### config.mk
export PLATFORM = sky130hd
export DESIGN_NAME = priority_ordered_slot_list
export DESIGN_NICKNAME = d
export VERILOG_FILES = /design/src/hdl/pos_pkg.sv /design/src/hdl/pos_ram.sv /design/src/hdl/priority_ordered_slot_list.sv
export SDC_FILE = /design/constraint.sdc
export NUM_CORES = 2
export LEC_CHECK = 0
export ABC_AREA = 1
export BUFFER_PORTS_ARGS = -buffer_cell sky130_fd_sc_hd__buf_4
export CELL_PAD_IN_SITES_DETAIL_PLACEMENT = 2
export CELL_PAD_IN_SITES_GLOBAL_PLACEMENT = 2
export CORE_MARGIN = 2
export CORE_UTILIZATION = 44
export DETAILED_ROUTE_END_ITERATION = 8
export GPL_ROUTABILITY_DRIVEN = 0
export HOLD_SLACK_MARGIN = 0.03
export PLACE_DENSITY = 0.8
export SYNTH_ARGS = -nofsm -noshare
export SYNTH_HDL_FRONTEND = slang
export SYNTH_SLANG_ARGS = --single-unit
### constraint.sdc
create_clock -name clk -period 4.4 [get_ports clk]
set_input_delay 0.22 -clock clk [delete_from_list [all_inputs] [get_ports clk]]
set_output_delay 0.22 -clock clk [all_outputs]
set_load 0.02 [all_outputs]
### src/hdl/pos_pkg.sv
// Shared types and constants for the priority-ordered slot list.
package pos_pkg;

  // Field widths fixed by the interface
  localparam int REQ_W    = 3;
  localparam int SLOT_W   = 6;
  localparam int PRIO_W   = 16;
  localparam int STATUS_W = 2;

  // Links carry one extra bit; the value 64 means "no slot"
  localparam int LINK_W = SLOT_W + 1;
  localparam logic [LINK_W-1:0] NIL_LINK = LINK_W'(64);

  // Default pool size
  localparam int POOL_SLOTS_DEF = 64;

  // Request codes
  typedef enum logic [REQ_W-1:0] {
    REQ_ADD  = 3'd0,
    REQ_DEL  = 3'd1,
    REQ_SETP = 3'd2,
    REQ_WALK = 3'd3,
    REQ_CLR  = 3'd4
  } req_t;

  // Result status codes
  typedef enum logic [STATUS_W-1:0] {
    ST_OK     = 2'd0,
    ST_FULL   = 2'd1,
    ST_UNUSED = 2'd2,
    ST_EMPTY  = 2'd3
  } status_t;

endpackage

### src/hdl/pos_ram.sv
// Generic single-write, single-read RAM with registered read data.
module pos_ram #(
  parameter int WIDTH = 8,
  parameter int DEPTH = 64
) (
  input  logic                     clk,
  input  logic                     we,
  input  logic [$clog2(DEPTH)-1:0] waddr,
  input  logic [WIDTH-1:0]         wdata,
  input  logic                     re,
  input  logic [$clog2(DEPTH)-1:0] raddr,
  output logic [WIDTH-1:0]         rdata
);

  logic [WIDTH-1:0] mem_r [DEPTH];
  logic [WIDTH-1:0] rdata_r;

  // Write port
  always_ff @(posedge clk) begin
    if (we) begin
      mem_r[waddr] <= wdata;
    end
  end

  // Read port, data held while re is low
  always_ff @(posedge clk) begin
    if (re) begin
      rdata_r <= mem_r[raddr];
    end
  end

  assign rdata = rdata_r;

endmodule

### src/hdl/priority_ordered_slot_list.sv
// Top level: priority-sorted slot list with free-slot stack and list sequencer.
//
//  channel | direction | handshake                | word
//  in      | input     | in_valid / in_ready      | req_type, slot, priority_req
//  out     | output    | out_valid / out_ready    | status, slot_out, priority_out, last
//  cfg     | input     | cfg_wr_en (no wait)      | list_enabled
//
// One request at a time; in_ready is high only while the sequencer is idle.
// Error or pool full goes straight to the word; delete unlinks and frees the slot;
// add pops a free slot, which an empty list takes directly, else it is appended at
// the tail or inserted after a scan from the head. Walk and delete all take one entry
// per cycle. Reset is synchronous; free-stack entries carry valid bits, so no clearing
// pass. A stalled out_ready holds the walk and the final word.
module priority_ordered_slot_list #(
  parameter int POOL_SLOTS = pos_pkg::POOL_SLOTS_DEF
) (
  input  logic                          clk,
  input  logic                          rst_n,
  // request channel
  input  logic                          in_valid,
  output logic                          in_ready,
  input  logic [pos_pkg::REQ_W-1:0]     in_req_type,
  input  logic [pos_pkg::SLOT_W-1:0]    in_slot,
  input  logic [pos_pkg::PRIO_W-1:0]    in_priority_req,
  // result channel
  output logic                          out_valid,
  input  logic                          out_ready,
  output logic [pos_pkg::STATUS_W-1:0]  out_status,
  output logic [pos_pkg::SLOT_W-1:0]    out_slot_out,
  output logic [pos_pkg::PRIO_W-1:0]    out_priority_out,
  output logic                          out_last,
  // configuration
  input  logic                          cfg_wr_en,
  input  logic                          cfg_wr_data
);
  import pos_pkg::*;

  localparam int AW = $clog2(POOL_SLOTS);
  localparam int CW = $clog2(POOL_SLOTS + 1);

  typedef enum logic [3:0] {
    S_IDLE, S_POP, S_RDS, S_LSTART, S_LTAIL, S_LSCAN,
    S_APP1, S_APP2, S_INS2, S_WALK, S_CLR, S_RESP
  } state_t;

  function automatic logic [AW-1:0] to_adr(input logic [LINK_W-1:0] l);
    return l[AW-1:0];
  endfunction

  // Registers
  state_t                 state_r, state_nxt;
  req_t                   req_r, req_nxt;
  logic [SLOT_W-1:0]      slot_r, slot_nxt;
  logic [PRIO_W-1:0]      prio_r, prio_nxt;
  logic [LINK_W-1:0]      cur_r, cur_nxt;
  logic [LINK_W-1:0]      pv_r, pv_nxt;
  logic [LINK_W-1:0]      head_r, head_nxt;
  logic [LINK_W-1:0]      tail_r, tail_nxt;
  logic [CW-1:0]          free_top_r, free_top_nxt;
  logic [POOL_SLOTS-1:0]  used_r, used_nxt;
  logic [POOL_SLOTS-1:0]  fvld_r, fvld_nxt;
  logic                   fvldq_r, fvldq_nxt;
  logic                   en_r, en_nxt;
  status_t                res_status_r, res_status_nxt;
  logic [SLOT_W-1:0]      res_slot_r, res_slot_nxt;
  logic [PRIO_W-1:0]      res_prio_r, res_prio_nxt;
  logic                   out_valid_r, out_valid_nxt;
  status_t                out_status_r, out_status_nxt;
  logic [SLOT_W-1:0]      out_slot_r, out_slot_nxt;
  logic [PRIO_W-1:0]      out_prio_r, out_prio_nxt;
  logic                   out_last_r, out_last_nxt;

  // RAM ports
  logic                   nx_we, nx_re, pv_we, pv_re, pr_we, pr_re, fs_we, fs_re;
  logic [AW-1:0]          nx_waddr, nx_raddr, pv_waddr, pv_raddr;
  logic [AW-1:0]          pr_waddr, pr_raddr, fs_waddr, fs_raddr;
  logic [LINK_W-1:0]      nx_wdata, nx_rd, pv_wdata, pv_rd;
  logic [PRIO_W-1:0]      pr_wdata, pr_rd;
  logic [SLOT_W-1:0]      fs_wdata, fs_rd;

  // Helpers
  logic                   out_free;
  logic [LINK_W-1:0]      s_link;
  logic [AW-1:0]          s_adr;
  logic [CW-1:0]          ftop_dec;
  logic [SLOT_W-1:0]      pop_slot;
  logic                   in_bad_slot;
  logic                   prio_gt;

  assign out_free    = !out_valid_r || out_ready;
  assign s_link      = {1'b0, slot_r};
  assign s_adr       = slot_r[AW-1:0];
  assign ftop_dec    = free_top_r - CW'(1);
  assign pop_slot    = fvldq_r ? fs_rd : SLOT_W'(free_top_r);
  assign in_bad_slot = ({1'b0, in_slot} >= LINK_W'(POOL_SLOTS)) ||
                       !used_r[in_slot[AW-1:0]];
  // shared compare unit: stored priority vs request priority
  assign prio_gt     = pr_rd > prio_r;

  // Link, priority and free-stack memories
  pos_ram #(.WIDTH(LINK_W), .DEPTH(POOL_SLOTS)) u_next_ram (
    .clk, .we(nx_we), .waddr(nx_waddr), .wdata(nx_wdata),
    .re(nx_re), .raddr(nx_raddr), .rdata(nx_rd)
  );
  pos_ram #(.WIDTH(LINK_W), .DEPTH(POOL_SLOTS)) u_prev_ram (
    .clk, .we(pv_we), .waddr(pv_waddr), .wdata(pv_wdata),
    .re(pv_re), .raddr(pv_raddr), .rdata(pv_rd)
  );
  pos_ram #(.WIDTH(PRIO_W), .DEPTH(POOL_SLOTS)) u_prio_ram (
    .clk, .we(pr_we), .waddr(pr_waddr), .wdata(pr_wdata),
    .re(pr_re), .raddr(pr_raddr), .rdata(pr_rd)
  );
  pos_ram #(.WIDTH(SLOT_W), .DEPTH(POOL_SLOTS)) u_free_ram (
    .clk, .we(fs_we), .waddr(fs_waddr), .wdata(fs_wdata),
    .re(fs_re), .raddr(fs_raddr), .rdata(fs_rd)
  );

  // Sequencer next-state and memory control
  always_comb begin
    state_nxt      = state_r;
    req_nxt        = req_r;
    slot_nxt       = slot_r;
    prio_nxt       = prio_r;
    cur_nxt        = cur_r;
    pv_nxt         = pv_r;
    head_nxt       = head_r;
    tail_nxt       = tail_r;
    free_top_nxt   = free_top_r;
    used_nxt       = used_r;
    fvld_nxt       = fvld_r;
    fvldq_nxt      = fvldq_r;
    en_nxt         = cfg_wr_en ? cfg_wr_data : en_r;
    res_status_nxt = res_status_r;
    res_slot_nxt   = res_slot_r;
    res_prio_nxt   = res_prio_r;
    out_valid_nxt  = out_valid_r && !out_ready;
    out_status_nxt = out_status_r;
    out_slot_nxt   = out_slot_r;
    out_prio_nxt   = out_prio_r;
    out_last_nxt   = out_last_r;

    nx_we = 1'b0; nx_waddr = '0; nx_wdata = '0; nx_re = 1'b0; nx_raddr = '0;
    pv_we = 1'b0; pv_waddr = '0; pv_wdata = '0; pv_re = 1'b0; pv_raddr = '0;
    pr_we = 1'b0; pr_waddr = '0; pr_wdata = '0; pr_re = 1'b0; pr_raddr = '0;
    fs_we = 1'b0; fs_waddr = '0; fs_wdata = '0; fs_re = 1'b0; fs_raddr = '0;

    unique case (state_r)
      // take a request and start its first read, or go straight to the response on an error
      S_IDLE: begin
        if (in_valid) begin
          req_nxt  = req_t'(in_req_type);
          slot_nxt = in_slot;
          prio_nxt = in_priority_req;
          unique case (req_t'(in_req_type)) inside
            REQ_ADD: begin
              if (free_top_r >= CW'(POOL_SLOTS)) begin
                res_status_nxt = ST_FULL;
                res_slot_nxt   = '0;
                res_prio_nxt   = '0;
                state_nxt      = S_RESP;
              end else begin
                fs_re     = 1'b1;
                fs_raddr  = free_top_r[AW-1:0];
                fvldq_nxt = fvld_r[free_top_r[AW-1:0]];
                state_nxt = S_POP;
              end
            end
            REQ_DEL, REQ_SETP: begin
              if (in_bad_slot) begin
                res_status_nxt = ST_UNUSED;
                res_slot_nxt   = in_slot;
                res_prio_nxt   = '0;
                state_nxt      = S_RESP;
              end else begin
                nx_re = 1'b1; nx_raddr = in_slot[AW-1:0];
                pv_re = 1'b1; pv_raddr = in_slot[AW-1:0];
                pr_re = 1'b1; pr_raddr = in_slot[AW-1:0];
                state_nxt = S_RDS;
              end
            end
            REQ_WALK: begin
              if (!en_r || head_r[SLOT_W]) begin
                res_status_nxt = ST_EMPTY;
                res_slot_nxt   = '0;
                res_prio_nxt   = '0;
                state_nxt      = S_RESP;
              end else begin
                nx_re = 1'b1; nx_raddr = to_adr(head_r);
                pr_re = 1'b1; pr_raddr = to_adr(head_r);
                cur_nxt   = head_r;
                state_nxt = S_WALK;
              end
            end
            REQ_CLR: begin
              if (head_r[SLOT_W]) begin
                res_status_nxt = ST_EMPTY;
                res_slot_nxt   = '0;
                res_prio_nxt   = '0;
                state_nxt      = S_RESP;
              end else begin
                nx_re = 1'b1; nx_raddr = to_adr(head_r);
                cur_nxt   = head_r;
                state_nxt = S_CLR;
              end
            end
            default: begin
              state_nxt = S_IDLE;
            end
          endcase
        end
      end

      // pop a free slot and store its priority
      S_POP: begin
        slot_nxt                    = pop_slot;
        free_top_nxt                = free_top_r + CW'(1);
        used_nxt[pop_slot[AW-1:0]]  = 1'b1;
        pr_we = 1'b1; pr_waddr = pop_slot[AW-1:0]; pr_wdata = prio_r;
        state_nxt = S_LSTART;
      end

      // unlink the target slot; delete also frees it
      S_RDS: begin
        if (!pv_rd[SLOT_W]) begin
          nx_we = 1'b1; nx_waddr = to_adr(pv_rd); nx_wdata = nx_rd;
        end else begin
          head_nxt = nx_rd;
        end
        if (!nx_rd[SLOT_W]) begin
          pv_we = 1'b1; pv_waddr = to_adr(nx_rd); pv_wdata = pv_rd;
        end else begin
          tail_nxt = pv_rd;
        end
        if (req_r == REQ_DEL) begin
          used_nxt[s_adr]               = 1'b0;
          free_top_nxt                  = ftop_dec;
          fs_we = 1'b1; fs_waddr = ftop_dec[AW-1:0]; fs_wdata = slot_r;
          fvld_nxt[ftop_dec[AW-1:0]]    = 1'b1;
          res_status_nxt = ST_OK;
          res_slot_nxt   = slot_r;
          res_prio_nxt   = pr_rd;
          state_nxt      = S_RESP;
        end else begin
          pr_we = 1'b1; pr_waddr = s_adr; pr_wdata = prio_r;
          state_nxt = S_LSTART;
        end
      end

      // empty list takes the slot directly, else check the tail
      S_LSTART: begin
        if (head_r[SLOT_W]) begin
          nx_we = 1'b1; nx_waddr = s_adr; nx_wdata = NIL_LINK;
          pv_we = 1'b1; pv_waddr = s_adr; pv_wdata = NIL_LINK;
          head_nxt       = s_link;
          tail_nxt       = s_link;
          res_status_nxt = ST_OK;
          res_slot_nxt   = slot_r;
          res_prio_nxt   = prio_r;
          state_nxt      = S_RESP;
        end else begin
          pr_re = 1'b1; pr_raddr = to_adr(tail_r);
          state_nxt = S_LTAIL;
        end
      end

      // fast append when not below the tail, else scan from head
      S_LTAIL: begin
        if (!prio_gt) begin
          state_nxt = S_APP1;
        end else begin
          nx_re = 1'b1; nx_raddr = to_adr(head_r);
          pv_re = 1'b1; pv_raddr = to_adr(head_r);
          pr_re = 1'b1; pr_raddr = to_adr(head_r);
          cur_nxt   = head_r;
          state_nxt = S_LSCAN;
        end
      end

      // one entry per cycle until a higher priority or the end of the list is found
      S_LSCAN: begin
        if (prio_gt) begin
          nx_we = 1'b1; nx_waddr = s_adr; nx_wdata = cur_r;
          pv_we = 1'b1; pv_waddr = s_adr; pv_wdata = pv_rd;
          pv_nxt    = pv_rd;
          state_nxt = S_INS2;
        end else if (nx_rd[SLOT_W]) begin
          state_nxt = S_APP1;
        end else begin
          nx_re = 1'b1; nx_raddr = to_adr(nx_rd);
          pv_re = 1'b1; pv_raddr = to_adr(nx_rd);
          pr_re = 1'b1; pr_raddr = to_adr(nx_rd);
          cur_nxt = nx_rd;
        end
      end

      // append: link tail and slot
      S_APP1: begin
        nx_we = 1'b1; nx_waddr = to_adr(tail_r); nx_wdata = s_link;
        pv_we = 1'b1; pv_waddr = s_adr; pv_wdata = tail_r;
        state_nxt = S_APP2;
      end

      S_APP2: begin
        nx_we = 1'b1; nx_waddr = s_adr; nx_wdata = NIL_LINK;
        tail_nxt       = s_link;
        res_status_nxt = ST_OK;
        res_slot_nxt   = slot_r;
        res_prio_nxt   = prio_r;
        state_nxt      = S_RESP;
      end

      // insert before cur: fix predecessor and cur
      S_INS2: begin
        if (!pv_r[SLOT_W]) begin
          nx_we = 1'b1; nx_waddr = to_adr(pv_r); nx_wdata = s_link;
        end else begin
          head_nxt = s_link;
        end
        pv_we = 1'b1; pv_waddr = to_adr(cur_r); pv_wdata = s_link;
        res_status_nxt = ST_OK;
        res_slot_nxt   = slot_r;
        res_prio_nxt   = prio_r;
        state_nxt      = S_RESP;
      end

      // walk: one word per entry, held while the output is full
      S_WALK: begin
        if (out_free) begin
          out_valid_nxt  = 1'b1;
          out_status_nxt = ST_OK;
          out_slot_nxt   = cur_r[SLOT_W-1:0];
          out_prio_nxt   = pr_rd;
          out_last_nxt   = nx_rd[SLOT_W];
          if (nx_rd[SLOT_W]) begin
            state_nxt = S_IDLE;
          end else begin
            nx_re = 1'b1; nx_raddr = to_adr(nx_rd);
            pr_re = 1'b1; pr_raddr = to_adr(nx_rd);
            cur_nxt = nx_rd;
          end
        end
      end

      // delete all: free head to tail, one slot per cycle
      S_CLR: begin
        used_nxt[to_adr(cur_r)]    = 1'b0;
        free_top_nxt               = ftop_dec;
        fs_we = 1'b1; fs_waddr = ftop_dec[AW-1:0]; fs_wdata = cur_r[SLOT_W-1:0];
        fvld_nxt[ftop_dec[AW-1:0]] = 1'b1;
        if (nx_rd[SLOT_W]) begin
          head_nxt       = NIL_LINK;
          tail_nxt       = NIL_LINK;
          res_status_nxt = ST_OK;
          res_slot_nxt   = '0;
          res_prio_nxt   = '0;
          state_nxt      = S_RESP;
        end else begin
          nx_re = 1'b1; nx_raddr = to_adr(nx_rd);
          cur_nxt = nx_rd;
        end
      end

      // hand the single final word to the output register
      S_RESP: begin
        if (out_free) begin
          out_valid_nxt  = 1'b1;
          out_status_nxt = res_status_r;
          out_slot_nxt   = res_slot_r;
          out_prio_nxt   = res_prio_r;
          out_last_nxt   = 1'b1;
          state_nxt      = S_IDLE;
        end
      end

      default: begin
        state_nxt = S_IDLE;
      end
    endcase
  end

  // State and registered outputs
  always_ff @(posedge clk) begin
    if (!rst_n) begin
      state_r      <= S_IDLE;
      req_r        <= REQ_ADD;
      slot_r       <= '0;
      prio_r       <= '0;
      cur_r        <= NIL_LINK;
      pv_r         <= NIL_LINK;
      head_r       <= NIL_LINK;
      tail_r       <= NIL_LINK;
      free_top_r   <= '0;
      used_r       <= '0;
      fvld_r       <= '0;
      fvldq_r      <= 1'b0;
      en_r         <= 1'b1;
      res_status_r <= ST_OK;
      res_slot_r   <= '0;
      res_prio_r   <= '0;
      out_valid_r  <= 1'b0;
      out_status_r <= ST_OK;
      out_slot_r   <= '0;
      out_prio_r   <= '0;
      out_last_r   <= 1'b0;
    end else begin
      state_r      <= state_nxt;
      req_r        <= req_nxt;
      slot_r       <= slot_nxt;
      prio_r       <= prio_nxt;
      cur_r        <= cur_nxt;
      pv_r         <= pv_nxt;
      head_r       <= head_nxt;
      tail_r       <= tail_nxt;
      free_top_r   <= free_top_nxt;
      used_r       <= used_nxt;
      fvld_r       <= fvld_nxt;
      fvldq_r      <= fvldq_nxt;
      en_r         <= en_nxt;
      res_status_r <= res_status_nxt;
      res_slot_r   <= res_slot_nxt;
      res_prio_r   <= res_prio_nxt;
      out_valid_r  <= out_valid_nxt;
      out_status_r <= out_status_nxt;
      out_slot_r   <= out_slot_nxt;
      out_prio_r   <= out_prio_nxt;
      out_last_r   <= out_last_nxt;
    end
  end

  assign in_ready         = (state_r == S_IDLE);
  assign out_valid        = out_valid_r;
  assign out_status       = out_status_r;
  assign out_slot_out     = out_slot_r;
  assign out_priority_out = out_prio_r;
  assign out_last         = out_last_r;

`ifndef SYNTH
  // stack pointer never passes the pool size
  a_top_bound: assert property (@(posedge clk) disable iff (!rst_n)
    free_top_r <= CW'(POOL_SLOTS))
    else $error("free_top beyond pool size");

  // head and tail are empty together
  a_ends_agree: assert property (@(posedge clk) disable iff (!rst_n)
    head_r[SLOT_W] == tail_r[SLOT_W])
    else $error("head and tail disagree on empty list");

  // between requests, the used count matches the stack pointer
  a_used_count: assert property (@(posedge clk) disable iff (!rst_n)
    state_r == S_IDLE |-> $countones(used_r) == int'(free_top_r))
    else $error("used slots do not match free_top");

  // between requests, an empty list means no slot in use
  a_empty_pool: assert property (@(posedge clk) disable iff (!rst_n)
    state_r == S_IDLE |-> (head_r[SLOT_W] == (free_top_r == '0)))
    else $error("list emptiness does not match free_top");
`endif

endmodule
After elaboration in Yosys (flattened, before gate mapping)
Memories as Yosys holds them, arrays and structs flattened. A register that Yosys moved wholly into a read port is not among the register bits.
Index checks and enable logic that the tools add are counted.
- add/subtract/negate cells: 2
- $lt $le $gt $ge: 12
- eq/ne operators: 37
- mux-type cells: 178
- bitwise operators: 7
- reductions and logical operators: 38
- operators by type and width (operator ; number):
    2-to-1 mux 6 bit ; 37
    case mux 64 bit (3 select lines) ; 1
    2-to-1 mux 16 bit ; 11
    bitwise AND 64 bit ; 2
    2-to-1 mux 64 bit ; 2
    NOT 64 bit ; 2
    OR 64 bit ; 2
    case mux 64 bit (2 select lines) ; 1
    2-to-1 mux 7 bit ; 18
    case mux 6 bit (5 select lines) ; 4
    case mux 16 bit (5 select lines) ; 1
    case mux 6 bit (2 select lines) ; 6
    case mux 7 bit (5 select lines) ; 2
    case mux 16 bit (2 select lines) ; 2
    case mux 16 bit (4 select lines) ; 1
    case mux 7 bit (4 select lines) ; 2
    2-to-1 mux 4 bit ; 11
    case mux 4 bit (11 select lines) ; 1
    less-than comparator 6 x 7 -> 1 bit, second input constant ; 6
    case mux 7 bit (6 select lines) ; 1
    2-to-1 mux 1 bit ; 39
    case mux 6 bit (3 select lines) ; 2
    case mux 6 bit (6 select lines) ; 1
    demux 1 bit (select 6 bit) ; 4
    49 further kinds ; 115
- register bits after elaboration: 244
- bits in writable memories: 2304
- input port bits: 31
- output and inout port bits: 27
- logic and storage cells: 300
- memories kept: 4
- memory list (memory ; words ; width ; rd ports ; clocked after Yosys merged registers in ; write ports ; RTL line ; RTL):
    u_prio_ram.mem_r ; 64 ; 16 ; 1 ; 1 ; 1 ; pos_ram.sv:15 ; logic [WIDTH-1:0] mem_r [DEPTH];
    u_next_ram.mem_r ; 64 ; 7 ; 1 ; 1 ; 1 ; pos_ram.sv:15 ;
    u_prev_ram.mem_r ; 64 ; 7 ; 1 ; 1 ; 1 ; pos_ram.sv:15 ;
    u_free_ram.mem_r ; 64 ; 6 ; 1 ; 1 ; 1 ; pos_ram.sv:15 ;

Depth between registers and ports, before layout
- word-level depth: 8
- mapped depth: 26
- depth with buffers taken out: 23

Hierarchy
Synthesis repeated with hierarchy kept, for this count alone.
- cells, all modules: 10195
- area, all modules: 109428.7 um^2
- by module, submodules not included (module ; times used ; cells each ; area an instance (um^2) ; seq. area each (um^2)):
    pos_ram (u_prio_ram) ; 1 ; 3517 ; 42259.3 ; 31230.0
    pos_ram (u_next_ram) ; 1 ; 1607 ; 18661.6 ; 13663.1
    pos_ram (u_prev_ram) ; 1 ; 1590 ; 18615.4 ; 13663.1
    pos_ram (u_free_ram) ; 1 ; 1393 ; 16002.8 ; 11711.2
    priority_ordered_slot_list ; 1 ; 2088 ; 13889.6 ; 4884.7

Least setup slack after synthesis
No wires, ideal clock.
- kind: register to register
- from: register state_r[3]
- to: memory u_next_ram.mem_r[0][0] (netlist name) (data pin)
- library setup time: 0.555 ns
- data arrival time: 3.360 ns
- required time: 3.845 ns
- slack: 0.486 ns
- cell stages (with the launch flop): 9
- path buffers: 0
- clock period less this slack: 3.914 ns
- path through: dfxtp_1 inv_2 nor2_1 inv_2 nor2_2 inv_1 nor2_1 inv_1 o2111ai_1
- cells in the longest elaborated chain, start to end: 2
- elaborated cells between the ends (all ways): 7
- those cells by class: eq/ne (6); mux (1)
- RTL lines (what ; RTL line ; RTL):
    start, declared ; priority_ordered_slot_list.sv:51 ; state_t state_r, state_nxt;
    start signal, assigned ; priority_ordered_slot_list.sv:406 ; state_r <= state_nxt;
    == test 4 bit, or another cell as far along ; priority_ordered_slot_list.sv:147 ; unique case (state_r)
    case mux 7 bit (6 select lines) (*) ; priority_ordered_slot_list.sv:147 ;
    net nx_wdata[0] ; priority_ordered_slot_list.sv:77 ; logic [LINK_W-1:0] nx_wdata, nx_rd, pv_wdata, pv_rd;
    end, declared ; pos_ram.sv:15 ;
Mark *: on every way through the listed nets, which the timed path passes. The rest lies on a longest branch.

Final worst setup path
- from: register state_r[2]
- to: register u_prio_ram.rdata_r[11], in the netlist u_prio_ram.rdata[11] (read register of u_prio_ram.mem_r) (data pin)
- cells in the longest elaborated chain, start to end: 2
- elaborated cells between the ends (all ways): 7
- those cells by class: eq/ne (4); mux (2); reduce/logical (1)
- RTL lines (what ; RTL line ; RTL):
    == test 4 bit, or another cell as far along ; priority_ordered_slot_list.sv:147 ;
    case mux 6 bit (5 select lines) / case mux 1 bit (5 select lines) (equally long branches) ; priority_ordered_slot_list.sv:147 ;
    end, declared ; pos_ram.sv:16 ; logic [WIDTH-1:0] rdata_r;
Parallel ways exist; a longest one is shown, timed or not.
A chain may end at the register's enable or synchronous reset.

==> impl_metrics.json <==
{
  "status": "complete, but fails checks",
  "violations": "max-capacitance violations, max-slew violations, negative setup slack",
  "viasPerCell": 6.98,
  "cts_tree": "built",
  "reg2regPathDepth": 21,
  "ys_seq_area_frac": 0.677,
  "r2r_slack_ns": -0.79,
  "core_sq_um": 251000,
  "finalSetupViolCount": 739,
  "synth_cell_types": 52,
  "hpwl_mm": 278,
  "synth_area_leaders": "edfxtp_1 (63%), nand3_1 (11%), nand2_1 (5.2%), dfxtp_1 (4.4%), nor2_1 (1.9%)",
  "cts_max_level": 5,
  "finalCriticalPeriod_ns": 5.19,
  "vias": 96777,
  "cts_root_buffer": "clkbuf_16",
  "maxCapViolCount": 1,
  "drt_iter0_drc": 14239,
  "yosysWarnings": 0,
  "placed_cells": 13187,
  "whs_ns": 0.160,
  "critPathCapture": "u_prio_ram.rdata[11]",
  "synth_edf_count": 2340,
  "synth_top_area_frac": 0.633,
  "fmax_ghz": 0.193,
  "rows": 184,
  "numPortBuffers": 57,
  "worst_slew_pin_slew_ns": 1.61,
  "drtPass1Iterations": 6,
  "required_ns": 5.26,
  "timing.rr.end": "u_prio_ram.rdata[11]",
  "numClockSinks": 2584,
  "rsz0062_at_grt": "yes",
  "insertion_delay_ns": 1.03,
  "cts_buffer_depth": 4,
  "die_x_microns": 506,
  "crit_arrival_ns": 6.04,
  "grt_overflow_total": 0,
  "layoutNonFillerInstCount": 13863,
  "dieArea_sq_um": 256000,
  "grt_pass1_vias": 96996,
  "worstHoldPathType": "in2reg",
  "worstSetupEndpointType": "register",
  "clock_skew_ns": 0.103,
  "layout_commonest_cell": "edfxtp_1",
  "drive_above_1_share": 0.151,
  "grt_max_degree": 193,
  "layout_common_cells": "edfxtp_1 (2340), nand3_1 (2187), nand2_1 (1502)",
  "crit_fanout": 14,
  "pwr_density_cell_nw_per_um2": 525,
  "wl_mm": 557,
  "fin_nets": 10335,
  "p_leak_nw": 46.5,
  "numCtsBuffers": 298,
  "crit_path_start": "state_r[2]",
  "fin_util": 0.523,
  "hold_viol": 0,
  "synthFlopType": "edfxtp_1",
  "timing.rr.start": "state_r[2]",
  "syn-instance-count": 9958,
  "clk_pin_slew_ns": 0.07,
  "fin_crit_sh": 1.18,
  "path_class": "reg2reg",
  "ios": 58,
  "setup_ws_ns": -0.786,
  "syn2layout_area_growth_pct": 18.3,
  "netlist_area_sq_um": 111000,
  "ir_drop_mv": 0.473,
  "antenna_found_initial": 36,
  "fp.dieH_microns": 506,
  "ant_nets": 0,
  "grt_use_total": 0.370,
  "drc": 0,
  "avgSynthCellArea_sq_um": 11.1,
  "slew_violations": 15,
  "wl_per_cell_microns": 40.2,
  "grt_pass1_wl_mm": 703,
  "ys_async_sr_fraction": 0,
  "relSlewSlack": -0.0759,
  "ys_seq_elements": 2584,
  "synthesis.nets": 10007,
  "start_util": 0.442,
  "tns_ns": -141.32,
  "critPathLaunchType": "register",
  "synth_top_area_cell": "edfxtp_1"
}
## synthesized netlist by cell type (28+ instances only)
library cell  count
a21o_1           28
a31oi_1          63
or2_1            32
nor2_1          553
nor3_1           94
inv_2            33
dfxtp_1         244
a21oi_1         255
buf_2           319
nand4_1          65
a32o_1           48
nand3b_1        164
nand3_1        2362
nand2_1        1539
edfxtp_1       2340
o211ai_1        244
inv_1           501
or2_2           104
buf_1            56
o21ai_0         206
clkbuf_1        289
o22ai_1         206
## worst max-delay path: stages (launching register included)
cell and delay [ns]:
dfxtp_1 0.45, inv_1 0.10, nor2_1 0.12, inv_1 0.14
nor2_2 0.68, nand4_1 0.83, nand2_2 0.37, buf_6 0.15
nor2_4 0.04, buf_12 0.15, buf_12 0.13, nand2_8 0.12
buf_6 0.19, buf_6 0.21, nand2_1 0.19, nand3_1 0.16
nand3_1 0.13, nand3_1 0.13, nand3_1 0.17, nand2_1 0.21
nand2_1 0.17, nand2_1 0.16
## per-layer routing
metal  global-route usage  part of all wire
met3               0.0682              0.11
met1                0.461              0.35
met2                0.611              0.47
met4                0.200             0.078
met5                    0           0.00041
## cells by family (layout without fill, tap and decap cells)
logic type,Yosys count,count (layout),share of synthesized area
xor gates and xnor gates,7,7,0.000553
other,0,16,0
adders and majority gates,18,18,0.00203
buffers and inverters,1245,1783,0.0472
DFF,2584,2584,0.677
and+or+nand+nor,4959,4962,0.207
AOI/OAI and AO/OA,1145,1145,0.0656
## repair_timing
item | CTS | global route
setup endpoints to repair | 738 | 782
pin swaps | 4 | 56
gates resized for setup | 56 | 351
hold endpoints to repair | 56 | 0
hold buffers | 42 | 0
buffers inserted | 9 | 48
cloned | 1 | 48
## layout make-up
cell class | count | area, sq um
Timing Repair Buffer | 722 | 7940
Inverter | 547 | 2100
Tap cell | 3348 | 4190
Sequential cell | 2584 | 75200
Fill cell | 23757 | 120000
Antenna cell | 16 | 40.0
Clock inverter | 132 | 1020
Multi-Input combinational cell | 6132 | 32700
Timing Repair inverter | 1 | 11.3
Clock buffer | 381 | 8040
## sequential cells by signal (all words and copies together) (netlist names), 16 cells and up
| register | flops |
|---|---|
| u_free_ram.mem_r | 384 |
| out_priority_out | 16 |
| u_prev_ram.mem_r | 448 |
| res_prio_r | 16 |
| prio_r | 16 |
| u_prio_ram.mem_r | 1024 |
| u_next_ram.mem_r | 448 |
| used_r | 64 |
| fvld_r | 64 |
| u_prio_ram.rdata | 16 |
## how the worst min path moves through the flow
stage | start | slack (ns) | cells after the start | endpoint
floorplan | cfg_wr_en | 0.32 | 1 | en_r
global placement | cfg_wr_en | 0.42 | 2 | en_r
detailed placement | cfg_wr_en | 0.44 | 2 | en_r
CTS | in_req_type[1] | 0.21 | 4 | req_r[1]
global route | in_priority_req[5] | 0.15 | 4 | prio_r[5]
finish | in_priority_req[5] | 0.16 | 4 | prio_r[5]
## through the flow
stage | cell area [sq um] | power (mW) | worst slack [ns]
after detailed placement | 118000 | 41.2 | -0.349
final | 131000 | 68.9 | -0.786
after global routing | 131000 | 69.6 | -0.509
after CTS | 128000 | 65.8 | 0.00446
after floorplan | 111000 | 35.3 | 0.486
after global placement | 118000 | 40.4 | -0.101
## report_power, final
group,switching (mW),total (mW),internal [mW]
logic,11.4,14.5,3.10
registers,0.788,29.0,28.2
clock network,11.7,25.4,13.7
No activity file was read; power rests on OpenSTA's default activity.
